**config.mk**
```make
export PLATFORM = sky130hd
export DESIGN_NAME = sorted_set_nearest_wrap_navigator_core_flat
export DESIGN_NICKNAME = d
export VERILOG_FILES = /design/src/hw/rtl/sset_pkg.sv /design/src/hw/rtl/sset_if.sv /design/src/hw/rtl/sset_keystore.sv /design/src/hw/rtl/sset_cmp.sv /design/src/hw/rtl/sorted_set_nearest_wrap_navigator_core.sv /design/src/flat_wrapper.sv
export VERILOG_INCLUDE_DIRS = /design/src /design/src/hw/rtl
export SDC_FILE = /design/constraint.sdc
export NUM_CORES = 1
export LEC_CHECK = 0
export ABC_CLOCK_PERIOD_IN_PS = 10400
export BUFFER_PORTS_ARGS = -buffer_cell sky130_fd_sc_hd__clkbuf_2
export CORE_MARGIN = 2
export CORE_UTILIZATION = 50
export CTS_CLUSTER_DIAMETER = 150
export DETAILED_ROUTE_END_ITERATION = 10
export GPL_ROUTABILITY_DRIVEN = 0
export PLACE_DENSITY = 0.62
export SLEW_MARGIN = 20
export SYNTH_ARGS = -nofsm -noshare
export SYNTH_HDL_FRONTEND = slang
export SYNTH_SLANG_ARGS = --single-unit
```
**constraint.sdc**
```tcl
create_clock -name clk -period 10.4 [get_ports clk]
set_input_delay 1.04 -clock clk [delete_from_list [all_inputs] [get_ports clk]]
set_output_delay 1.04 -clock clk [all_outputs]
set_load 0.02 [all_outputs]
```
**src/hw/rtl/assert_macros.svh**
```systemverilog
// Concurrent assertion helpers. They sample on clk and are disabled while rst_n is low.
`ifndef ASSERT_MACROS_SVH
`define ASSERT_MACROS_SVH

`define SSET_ASSERT_IMPL(label, cond, expr) \
    label: assert property (@(posedge clk) disable iff (!rst_n) (cond) |-> (expr)) \
        else $error("sset: same-cycle check failed");

`define SSET_ASSERT_NEXT(label, cond, expr) \
    label: assert property (@(posedge clk) disable iff (!rst_n) (cond) |=> (expr)) \
        else $error("sset: next-cycle check failed");

`endif

```
**src/hw/rtl/sset_pkg.sv**
```systemverilog
package sset_pkg;

    localparam int CMD_W    = 3;
    localparam int KEY_W    = 16;
    localparam int POS_W    = 5;
    localparam int STATUS_W = 2;
    localparam int VALUE_W  = 16;
    localparam int COUNT_W  = 6;

    localparam logic [CMD_W-1:0] CMD_INSERT = 3'd0;
    localparam logic [CMD_W-1:0] CMD_REMOVE = 3'd1;
    localparam logic [CMD_W-1:0] CMD_TEST   = 3'd2;
    localparam logic [CMD_W-1:0] CMD_NEXT   = 3'd3;
    localparam logic [CMD_W-1:0] CMD_PREV   = 3'd4;
    localparam logic [CMD_W-1:0] CMD_READ   = 3'd5;

    localparam logic [STATUS_W-1:0] ST_OK    = 2'd0;
    localparam logic [STATUS_W-1:0] ST_MISS  = 2'd1;
    localparam logic [STATUS_W-1:0] ST_FULL  = 2'd2;
    localparam logic [STATUS_W-1:0] ST_EMPTY = 2'd3;

    typedef struct packed {
        logic eq;
        logic below;
        logic closer;
    } cmp_flags_t;

endpackage

```
**src/hw/rtl/sset_if.sv**
```systemverilog
interface sset_req_if;
    import sset_pkg::*;

    logic               valid;
    logic               ready;
    logic [CMD_W-1:0]   cmd;
    logic [KEY_W-1:0]   key;
    logic [POS_W-1:0]   position;

    modport source (output valid, output cmd, output key, output position, input ready);
    modport sink (input valid, input cmd, input key, input position, output ready);
endinterface

interface sset_rsp_if;
    import sset_pkg::*;

    logic                valid;
    logic                ready;
    logic [STATUS_W-1:0] status;
    logic                found;
    logic [VALUE_W-1:0]  value;
    logic [COUNT_W-1:0]  count;

    modport source (output valid, output status, output found, output value, output count,
                    input ready);
    modport sink (input valid, input status, input found, input value, input count,
                  output ready);
endinterface

```
**src/hw/rtl/sset_keystore.sv**
```systemverilog
module sset_keystore #(
    parameter int DEPTH = 32,
    parameter int WIDTH = 16
) (
    input  logic                     clk,
    input  logic                     we,
    input  logic [$clog2(DEPTH)-1:0] waddr,
    input  logic [WIDTH-1:0]         wdata,
    input  logic [$clog2(DEPTH)-1:0] raddr,
    output logic [WIDTH-1:0]         rdata
);

    logic [WIDTH-1:0] mem [DEPTH];
    logic [WIDTH-1:0] rdata_reg;

    always_ff @(posedge clk)
    begin
        if (we)
        begin
            mem[waddr] <= wdata;
        end
    end

    always_ff @(posedge clk)
    begin
        rdata_reg <= mem[raddr];
    end

    assign rdata = rdata_reg;

endmodule

```
**src/hw/rtl/sset_cmp.sv**
```systemverilog
module sset_cmp #(
    parameter int KW = 16
) (
    input  logic [KW-1:0]        stored,
    input  logic [KW-1:0]        probe,
    input  logic [KW-1:0]        best_dist,
    output sset_pkg::cmp_flags_t flags,
    output logic [KW-1:0]        gap
);
    import sset_pkg::*;

    logic above;

    assign above        = stored > probe;
    assign gap          = above ? (stored - probe) : (probe - stored);
    assign flags.eq     = stored == probe;
    assign flags.below  = stored < probe;
    assign flags.closer = gap < best_dist;

endmodule

```
**src/hw/rtl/sorted_set_nearest_wrap_navigator_core.sv**
```systemverilog
// S_IDLE takes a request; S_SCAN reads the stored keys in order for a hit, the nearest key and
// the count of smaller keys; S_DECIDE picks the next step. Insert shifts larger entries up in
// S_SHIFT, one entry per cycle, then writes the key in S_INS; remove shifts later entries down in
// S_REMOVE; a hitting next or prev and a read fetch a key in S_LOAD; S_DONE gives the result.
// One command at a time: req is ready only in S_IDLE, entered as the result appears; S_DONE waits
// while an older result waits. Reset clears state, entry count and rsp.valid, not key memory.
`include "assert_macros.svh"

module sorted_set_nearest_wrap_navigator_core #(
    parameter int CAPACITY = 32,
    parameter int KEY_BITS = 16
) (
    input  logic        clk,
    input  logic        rst_n,
    sset_req_if.sink    req,
    sset_rsp_if.source  rsp
);
    import sset_pkg::*;

    localparam int AW  = $clog2(CAPACITY);
    localparam int CW  = $clog2(CAPACITY + 1);
    localparam int CPW = (CW > POS_W) ? CW : POS_W;

    typedef enum logic [7:0] {
        S_IDLE   = 8'b0000_0001,
        S_SCAN   = 8'b0000_0010,
        S_DECIDE = 8'b0000_0100,
        S_SHIFT  = 8'b0000_1000,
        S_INS    = 8'b0001_0000,
        S_REMOVE = 8'b0010_0000,
        S_LOAD   = 8'b0100_0000,
        S_DONE   = 8'b1000_0000
    } state_t;

    state_t                state_reg, state_next;
    logic [CMD_W-1:0]      cmd_reg, cmd_next;
    logic [KEY_BITS-1:0]   key_reg, key_next;
    logic [POS_W-1:0]      pos_reg, pos_next;
    logic [CW-1:0]         cnt_reg, cnt_next;
    logic [AW-1:0]         idx_reg, idx_next;
    logic                  hit_reg, hit_next;
    logic [AW-1:0]         at_reg, at_next;
    logic [CW-1:0]         lt_reg, lt_next;
    logic [KEY_BITS-1:0]   best_reg, best_next;
    logic [KEY_BITS-1:0]   bdist_reg, bdist_next;
    logic [CW-1:0]         ptr_reg, ptr_next;
    logic [STATUS_W-1:0]   st_reg, st_next;
    logic [KEY_BITS-1:0]   val_reg, val_next;

    logic                  out_valid_reg, out_valid_next;
    logic [STATUS_W-1:0]   out_status_reg, out_status_next;
    logic                  out_found_reg, out_found_next;
    logic [VALUE_W-1:0]    out_value_reg, out_value_next;
    logic [COUNT_W-1:0]    out_count_reg, out_count_next;

    logic [AW-1:0]         rd_addr;
    logic [KEY_BITS-1:0]   rd_data;
    logic                  we;
    logic [AW-1:0]         waddr;
    logic [KEY_BITS-1:0]   wdata;

    cmp_flags_t            flags;
    logic [KEY_BITS-1:0]   gap;
    logic                  scan_last;

    sset_keystore #(
        .DEPTH (CAPACITY),
        .WIDTH (KEY_BITS)
    ) u_store (
        .clk   (clk),
        .we    (we),
        .waddr (waddr),
        .wdata (wdata),
        .raddr (rd_addr),
        .rdata (rd_data)
    );

    sset_cmp #(
        .KW (KEY_BITS)
    ) u_cmp (
        .stored    (rd_data),
        .probe     (key_reg),
        .best_dist (bdist_reg),
        .flags     (flags),
        .gap       (gap)
    );

    assign scan_last = (CW'(idx_reg) + CW'(1)) == cnt_reg;

    assign req.ready  = state_reg == S_IDLE;
    assign rsp.valid  = out_valid_reg;
    assign rsp.status = out_status_reg;
    assign rsp.found  = out_found_reg;
    assign rsp.value  = out_value_reg;
    assign rsp.count  = out_count_reg;

    always_comb
    begin
        state_next      = state_reg;
        cmd_next        = cmd_reg;
        key_next        = key_reg;
        pos_next        = pos_reg;
        cnt_next        = cnt_reg;
        idx_next        = idx_reg;
        hit_next        = hit_reg;
        at_next         = at_reg;
        lt_next         = lt_reg;
        best_next       = best_reg;
        bdist_next      = bdist_reg;
        ptr_next        = ptr_reg;
        st_next         = st_reg;
        val_next        = val_reg;
        out_valid_next  = out_valid_reg && !rsp.ready;
        out_status_next = out_status_reg;
        out_found_next  = out_found_reg;
        out_value_next  = out_value_reg;
        out_count_next  = out_count_reg;
        rd_addr         = '0;
        we              = 1'b0;
        waddr           = '0;
        wdata           = key_reg;

        case (state_reg)
            S_IDLE:
            begin
                if (req.valid)
                begin
                    cmd_next = req.cmd;
                    key_next = KEY_BITS'(req.key);
                    pos_next = req.position;
                    idx_next = '0;
                    hit_next = 1'b0;
                    at_next  = '0;
                    lt_next  = '0;
                    st_next  = ST_MISS;
                    val_next = '0;
                    rd_addr  = '0;
                    state_next = (cnt_reg == '0) ? S_DECIDE : S_SCAN;
                end
            end

            S_SCAN:
            begin
                if (flags.eq)
                begin
                    hit_next = 1'b1;
                    at_next  = idx_reg;
                end
                if (flags.below)
                begin
                    lt_next = lt_reg + CW'(1);
                end
                if (idx_reg == '0 || flags.closer)
                begin
                    best_next  = rd_data;
                    bdist_next = gap;
                end
                rd_addr  = idx_reg + AW'(1);
                idx_next = idx_reg + AW'(1);
                if (scan_last)
                begin
                    state_next = S_DECIDE;
                end
            end

            S_DECIDE:
            begin
                state_next = S_DONE;
                case (cmd_reg)
                    CMD_INSERT:
                    begin
                        if (hit_reg)
                        begin
                            st_next = ST_MISS;
                        end
                        else if (cnt_reg == CW'(CAPACITY))
                        begin
                            st_next = ST_FULL;
                        end
                        else if (cnt_reg > lt_reg)
                        begin
                            rd_addr    = AW'(cnt_reg - CW'(1));
                            ptr_next   = cnt_reg;
                            state_next = S_SHIFT;
                        end
                        else
                        begin
                            state_next = S_INS;
                        end
                    end

                    CMD_REMOVE:
                    begin
                        if (!hit_reg)
                        begin
                            st_next = ST_MISS;
                        end
                        else if ((CW'(at_reg) + CW'(1)) < cnt_reg)
                        begin
                            rd_addr    = at_reg + AW'(1);
                            ptr_next   = CW'(at_reg);
                            state_next = S_REMOVE;
                        end
                        else
                        begin
                            cnt_next = cnt_reg - CW'(1);
                            st_next  = ST_OK;
                        end
                    end

                    CMD_TEST:
                    begin
                        st_next = hit_reg ? ST_OK : ST_MISS;
                    end

                    CMD_NEXT, CMD_PREV:
                    begin
                        if (cnt_reg == '0)
                        begin
                            st_next = ST_EMPTY;
                        end
                        else if (!hit_reg)
                        begin
                            val_next = best_reg;
                            st_next  = ST_OK;
                        end
                        else
                        begin
                            if (cmd_reg == CMD_NEXT)
                            begin
                                rd_addr = ((CW'(at_reg) + CW'(1)) < cnt_reg) ?
                                          (at_reg + AW'(1)) : '0;
                            end
                            else
                            begin
                                rd_addr = (at_reg != '0) ?
                                          (at_reg - AW'(1)) : AW'(cnt_reg - CW'(1));
                            end
                            state_next = S_LOAD;
                        end
                    end

                    CMD_READ:
                    begin
                        if (cnt_reg == '0)
                        begin
                            st_next = ST_EMPTY;
                        end
                        else if (CPW'(pos_reg) < CPW'(cnt_reg))
                        begin
                            rd_addr    = AW'(pos_reg);
                            state_next = S_LOAD;
                        end
                        else
                        begin
                            st_next = ST_MISS;
                        end
                    end

                    default:
                    begin
                        st_next = ST_MISS;
                    end
                endcase
            end

            S_SHIFT:
            begin
                we       = 1'b1;
                waddr    = AW'(ptr_reg);
                wdata    = rd_data;
                ptr_next = ptr_reg - CW'(1);
                rd_addr  = AW'(ptr_reg - CW'(2));
                if ((ptr_reg - CW'(1)) == lt_reg)
                begin
                    state_next = S_INS;
                end
            end

            S_INS:
            begin
                we         = 1'b1;
                waddr      = AW'(lt_reg);
                wdata      = key_reg;
                cnt_next   = cnt_reg + CW'(1);
                st_next    = ST_OK;
                state_next = S_DONE;
            end

            S_REMOVE:
            begin
                we       = 1'b1;
                waddr    = AW'(ptr_reg);
                wdata    = rd_data;
                ptr_next = ptr_reg + CW'(1);
                rd_addr  = AW'(ptr_reg + CW'(2));
                if ((ptr_reg + CW'(2)) >= cnt_reg)
                begin
                    cnt_next   = cnt_reg - CW'(1);
                    st_next    = ST_OK;
                    state_next = S_DONE;
                end
            end

            S_LOAD:
            begin
                val_next   = rd_data;
                st_next    = ST_OK;
                state_next = S_DONE;
            end

            S_DONE:
            begin
                if (!out_valid_reg || rsp.ready)
                begin
                    out_valid_next  = 1'b1;
                    out_status_next = st_reg;
                    out_found_next  = hit_reg;
                    out_value_next  = VALUE_W'(val_reg);
                    out_count_next  = COUNT_W'(cnt_reg);
                    state_next      = S_IDLE;
                end
            end

            default:
            begin
                state_next = S_IDLE;
            end
        endcase
    end

    always_ff @(posedge clk or negedge rst_n)
    begin
        if (!rst_n)
        begin
            state_reg     <= S_IDLE;
            cnt_reg       <= '0;
            out_valid_reg <= 1'b0;
        end
        else
        begin
            state_reg     <= state_next;
            cnt_reg       <= cnt_next;
            out_valid_reg <= out_valid_next;
        end
    end

    always_ff @(posedge clk)
    begin
        cmd_reg        <= cmd_next;
        key_reg        <= key_next;
        pos_reg        <= pos_next;
        idx_reg        <= idx_next;
        hit_reg        <= hit_next;
        at_reg         <= at_next;
        lt_reg         <= lt_next;
        best_reg       <= best_next;
        bdist_reg      <= bdist_next;
        ptr_reg        <= ptr_next;
        st_reg         <= st_next;
        val_reg        <= val_next;
        out_status_reg <= out_status_next;
        out_found_reg  <= out_found_next;
        out_value_reg  <= out_value_next;
        out_count_reg  <= out_count_next;
    end

    `SSET_ASSERT_NEXT(a_busy_after_transfer, req.valid && req.ready, !req.ready)
    `SSET_ASSERT_IMPL(a_count_in_range, 1'b1, cnt_reg <= CW'(CAPACITY))
    `SSET_ASSERT_IMPL(a_shift_window, state_reg == S_SHIFT, (ptr_reg > lt_reg) && (ptr_reg <= cnt_reg))
    `SSET_ASSERT_IMPL(a_value_only_on_ok, rsp.valid && (rsp.status != ST_OK), rsp.value == '0)
    `SSET_ASSERT_IMPL(a_empty_means_zero, rsp.valid && (rsp.status == ST_EMPTY), rsp.count == '0)

endmodule

```
**src/flat_wrapper.sv**
```systemverilog
// flat-port wrapper written by rule: the top's interface ports become plain ports
module sorted_set_nearest_wrap_navigator_core_flat import sset_pkg::*;
#(
    parameter int CAPACITY = 32,
    parameter int KEY_BITS = 16
)
  (clk, rst_n, req_valid, req_cmd, req_key, req_position, req_ready, rsp_valid, rsp_status, rsp_found, rsp_value, rsp_count, rsp_ready);
  sset_req_if req_i ();
  sset_rsp_if rsp_i ();
  input  logic clk;
  input  logic rst_n;
  input wire logic [$bits(req_i.valid)-1:0] req_valid;
  input wire logic [$bits(req_i.cmd)-1:0] req_cmd;
  input wire logic [$bits(req_i.key)-1:0] req_key;
  input wire logic [$bits(req_i.position)-1:0] req_position;
  output wire logic [$bits(req_i.ready)-1:0] req_ready;
  output wire logic [$bits(rsp_i.valid)-1:0] rsp_valid;
  output wire logic [$bits(rsp_i.status)-1:0] rsp_status;
  output wire logic [$bits(rsp_i.found)-1:0] rsp_found;
  output wire logic [$bits(rsp_i.value)-1:0] rsp_value;
  output wire logic [$bits(rsp_i.count)-1:0] rsp_count;
  input wire logic [$bits(rsp_i.ready)-1:0] rsp_ready;
  assign req_i.valid = req_valid;
  assign req_i.cmd = req_cmd;
  assign req_i.key = req_key;
  assign req_i.position = req_position;
  assign req_ready = req_i.ready;
  assign rsp_valid = rsp_i.valid;
  assign rsp_status = rsp_i.status;
  assign rsp_found = rsp_i.found;
  assign rsp_value = rsp_i.value;
  assign rsp_count = rsp_i.count;
  assign rsp_i.ready = rsp_ready;
  sorted_set_nearest_wrap_navigator_core #(.CAPACITY(CAPACITY), .KEY_BITS(KEY_BITS)) u_core (.clk(clk), .rst_n(rst_n), .req(req_i), .rsp(rsp_i));
endmodule
```
==> reports/results.tsv <==
metric	value	unit
port bufs	54	
post-synthesis instance area	29900	sq um
hold_buf cts	0	
Top FF cell, synth	edfxtp_1	
# diodes	0	
Root Buffer	clkbuf_16	
Synth area leaders	edfxtp_1 64%, mux2i_1 7.8%, ha_1 3.3%	
WP data required	10.83	ns
drt wl/cell	24.20	um
actual slew at the worst max-slew pin	1.069	ns
Post-DP Area	31210	sq um
pin count of the biggest net entering global routing	118	
Tmin final	5.726	ns
setup bufs post-CTS	0	
Max Clock Skew	0.02087	ns
Max VDD drop	158.3	uV
CTS tree	yes	
status	completed	
synthesized area per cell	13.70	sq um
Post-synth EDFFs	634	
count of unique library cells instantiated by Yosys	87	
cts bufs inserted	70	
total gr overflow	0	
I/O pin total	55	
routed via count	18410	
Fmax	0.1746	GHz
nets	2378	
post-synthesis sequential area ratio	66.00	%
Residual DRC	0	
Max Cap Viol	0	
Async SR Flop Fraction	2.256	%
maximum net fanout on the critical path	47	
Die Ht	248.5	um
critical path endpoint category	flip-flop	
hold crit path type	in -> async	
Layout Utilization	56.76	%
CP arrival	6.16	ns
cell area after layout	33500	sq um
clk_lat worst skew	0.61	ns
drt pass-1 iters	5	
Tcrit/Tclk final	55.06	%
die width	248.5	um
DR vias/cell	5.951	
M3 GR Usage	3.549	%
Hold Vio Cnt, Final	0	
core area	59020	sq um
pwr dens	231.9	nW/um^2
met2 Use GR	40.13	%
Setup-failing EPs final	0	
setup TNS	0	ns
share of layout cells above drive strength 1	12.88	%
Setup CP Type	reg -> reg	
area delta synth->final	12.05	%
vias in the first global route	18230	
post-synth net total	2292	
synthesized flop and latch total	665	
1st-iter DRT viols	1832	
first-pass GRT wire length	113300	um
synth warn	0	
# clock sinks	665	
Leakage	11.68	nW
Syn Inst Count	2182	
Worst slew margin	28.28	%
busiest grt layer	met2	
Post-DP HPWL	47960	um
fill cell count	4756	
Tot Pwr	7.769	mW
Final ANT Viol Nets	0	
DIE AREA	61770	sq um
post_cts resized	0	
WL final	74860	um
Global Route Usage Sum	24.11	%
max reg flops	512	
RSZ-0062 raised after global routing	no	
CTS clk-pin slew, worst paths	0.06	ns
met1 Track Usage GR	31.97	%
share of the synthesized area in the top cell type	63.67	%
Slew Limit Fails	0	
clk buf depth	3	
initial antenna violation count	1	
num rows	89	
htree depth	3	
Yosys top cell by area	edfxtp_1	
Starting Density	50.66	%
crit start category	flip-flop	
largest register by flop count	u_core.u_store.mem	
cell type report:
class / count / area (sq um) / share of cell area [%]
inverter: 83 / 316.6 / 0.9449
clock inverter: 35 / 387.9 / 1.158
multi-input combinational: 1322 / 9361 / 27.94
timing repair buffer: 126 / 855.8 / 2.555
tap: 773 / 967.2 / 2.887
sequential: 665 / 19740 / 58.91
clock buffer: 90 / 1878 / 5.606
routing by layer:
| layer | vias up | wire length (um) | part of all wire, % |
|---|---|---|---|
| met5 | - | 0 | 0 |
| met2 | 693 | 36580 | 49 |
| met1 | 9145 | 31180 | 42 |
| li1 | 8415 | - | - |
| met4 | 0 | 2930 | 3.9 |
| met3 | 159 | 4163 | 5.6 |
critical path, stage by stage, from the launching register on:
cell and delay (ns):
edfxtp_1 0.45, ha_1 0.28, nand3_1 0.12, xnor2_1 0.26, ha_1 0.29, a21o_1 0.18, a211oi_1 0.25, o21a_1 0.38
a31oi_1 0.20, a31oi_4 0.20, buf_4 0.45, buf_4 0.73, mux2i_1 0.16, mux2i_1 0.19, a2bb2oi_1 0.35, a21oi_1 0.27
nor4_1 0.74
logic make-up after synthesis:
logic type / count (synthesis) / share of synthesized area, %
mux: 274 / 9.344
xor+xnor: 53 / 1.552
simple gates: 566 / 9.135
buf+inv: 195 / 3.038
fa+ha+maj: 82 / 3.482
flops: 665 / 66.00
compound gates: 347 / 7.444
per-stage QoR:
stage / hold slack [ns] / setup WS, ns / instances
after floorplan: 0.4003 / 3.636 / 2182
after global placement: 0.4021 / 4.612 / 2968
after detailed placement: 0.4057 / 4.446 / 2968
after CTS: 0.3240 / 4.420 / 3093
after global routing: 0.3445 / 4.362 / 3094
final: 0.3378 / 4.674 / 3094
worst paths after layout:
| kind | startpoint | to | slack, ns | cells after the start |
|---|---|---|---|---|
| worst max register to register | u_core.at_reg[0] | u_core.u_store.rdata[5] | 4.67 | 16 |
| worst min register to register | u_core.val_reg[12] | u_core.rsp.value[12] | 0.42 | 0 |
| max in group asynchronous | rst_n | u_core.state_reg[0] | 9.74 | 1 |
| worst min-delay path | rst_n | u_core.cnt_reg[5] | 0.34 | 1 |
| min in group clk | u_core.val_reg[12] | u_core.rsp.value[12] | 0.42 | 0 |
| worst max-delay path | u_core.at_reg[0] | u_core.u_store.rdata[5] | 4.67 | 16 |
power by group:
part	switching [mW]	leakage [nW]	total, mW	internal [mW]
registers	0.133	6.07	3.39	3.25
logic	1.25	4.50	1.92	0.672
clock network	1.03	1.10	2.46	1.44
total	2.41	11.7	7.77	5.36
cells in the mapped netlist (5+ instances only):
cell and count:
edfxtp_1 634, mux2i_1 233, nand2_1 215, a21oi_1 124, nor2_1 113, inv_1 82
ha_1 80, nand3_1 75, clkbuf_1 63, o21ai_0 48, xnor2_1 37, mux2_2 31
nor3_1 31, o22ai_1 31, and3_1 21, a21o_1 19, a22o_1 17, dfxtp_1 16
xor2_1 16, a31oi_1 14, dfrtp_1 14, nor4_1 14, buf_1 13, buf_2 12
or4_1 12, buf_6 11, nand2b_1 11, mux2_1 10, o211ai_1 10, and2_1 9
buf_4 9, nand4_1 9, nor2b_1 9, o21a_1 9, a211oi_1 8, o221ai_1 8
or3_1 8, a2bb2oi_1 7, nor4b_2 7, a22oi_1 5, nor3b_1 5, o21ai_1 5
layout by cell type (no fill, tap or decap), types with 16 or more instances in the layout:
| cell | n |
|---|---|
| mux2_2 | 31 |
| a22o_1 | 17 |
| nor2_1 | 112 |
| clkbuf_1 | 16 |
| nand2_1 | 215 |
| ha_1 | 80 |
| o22ai_1 | 31 |
| xor2_1 | 16 |
| clkbuf_2 | 54 |
| edfxtp_1 | 634 |
| mux2i_1 | 233 |
| o21ai_2 | 16 |
| and3_1 | 21 |
| clkbuf_16 | 71 |
| xnor2_1 | 37 |
| nor3_1 | 30 |
| dfxtp_1 | 16 |
| buf_4 | 69 |
| a21oi_1 | 123 |
| a21o_1 | 19 |
| nand3_1 | 75 |
| o21ai_0 | 31 |
| inv_1 | 82 |
Power figures use the tool's default switching activity.
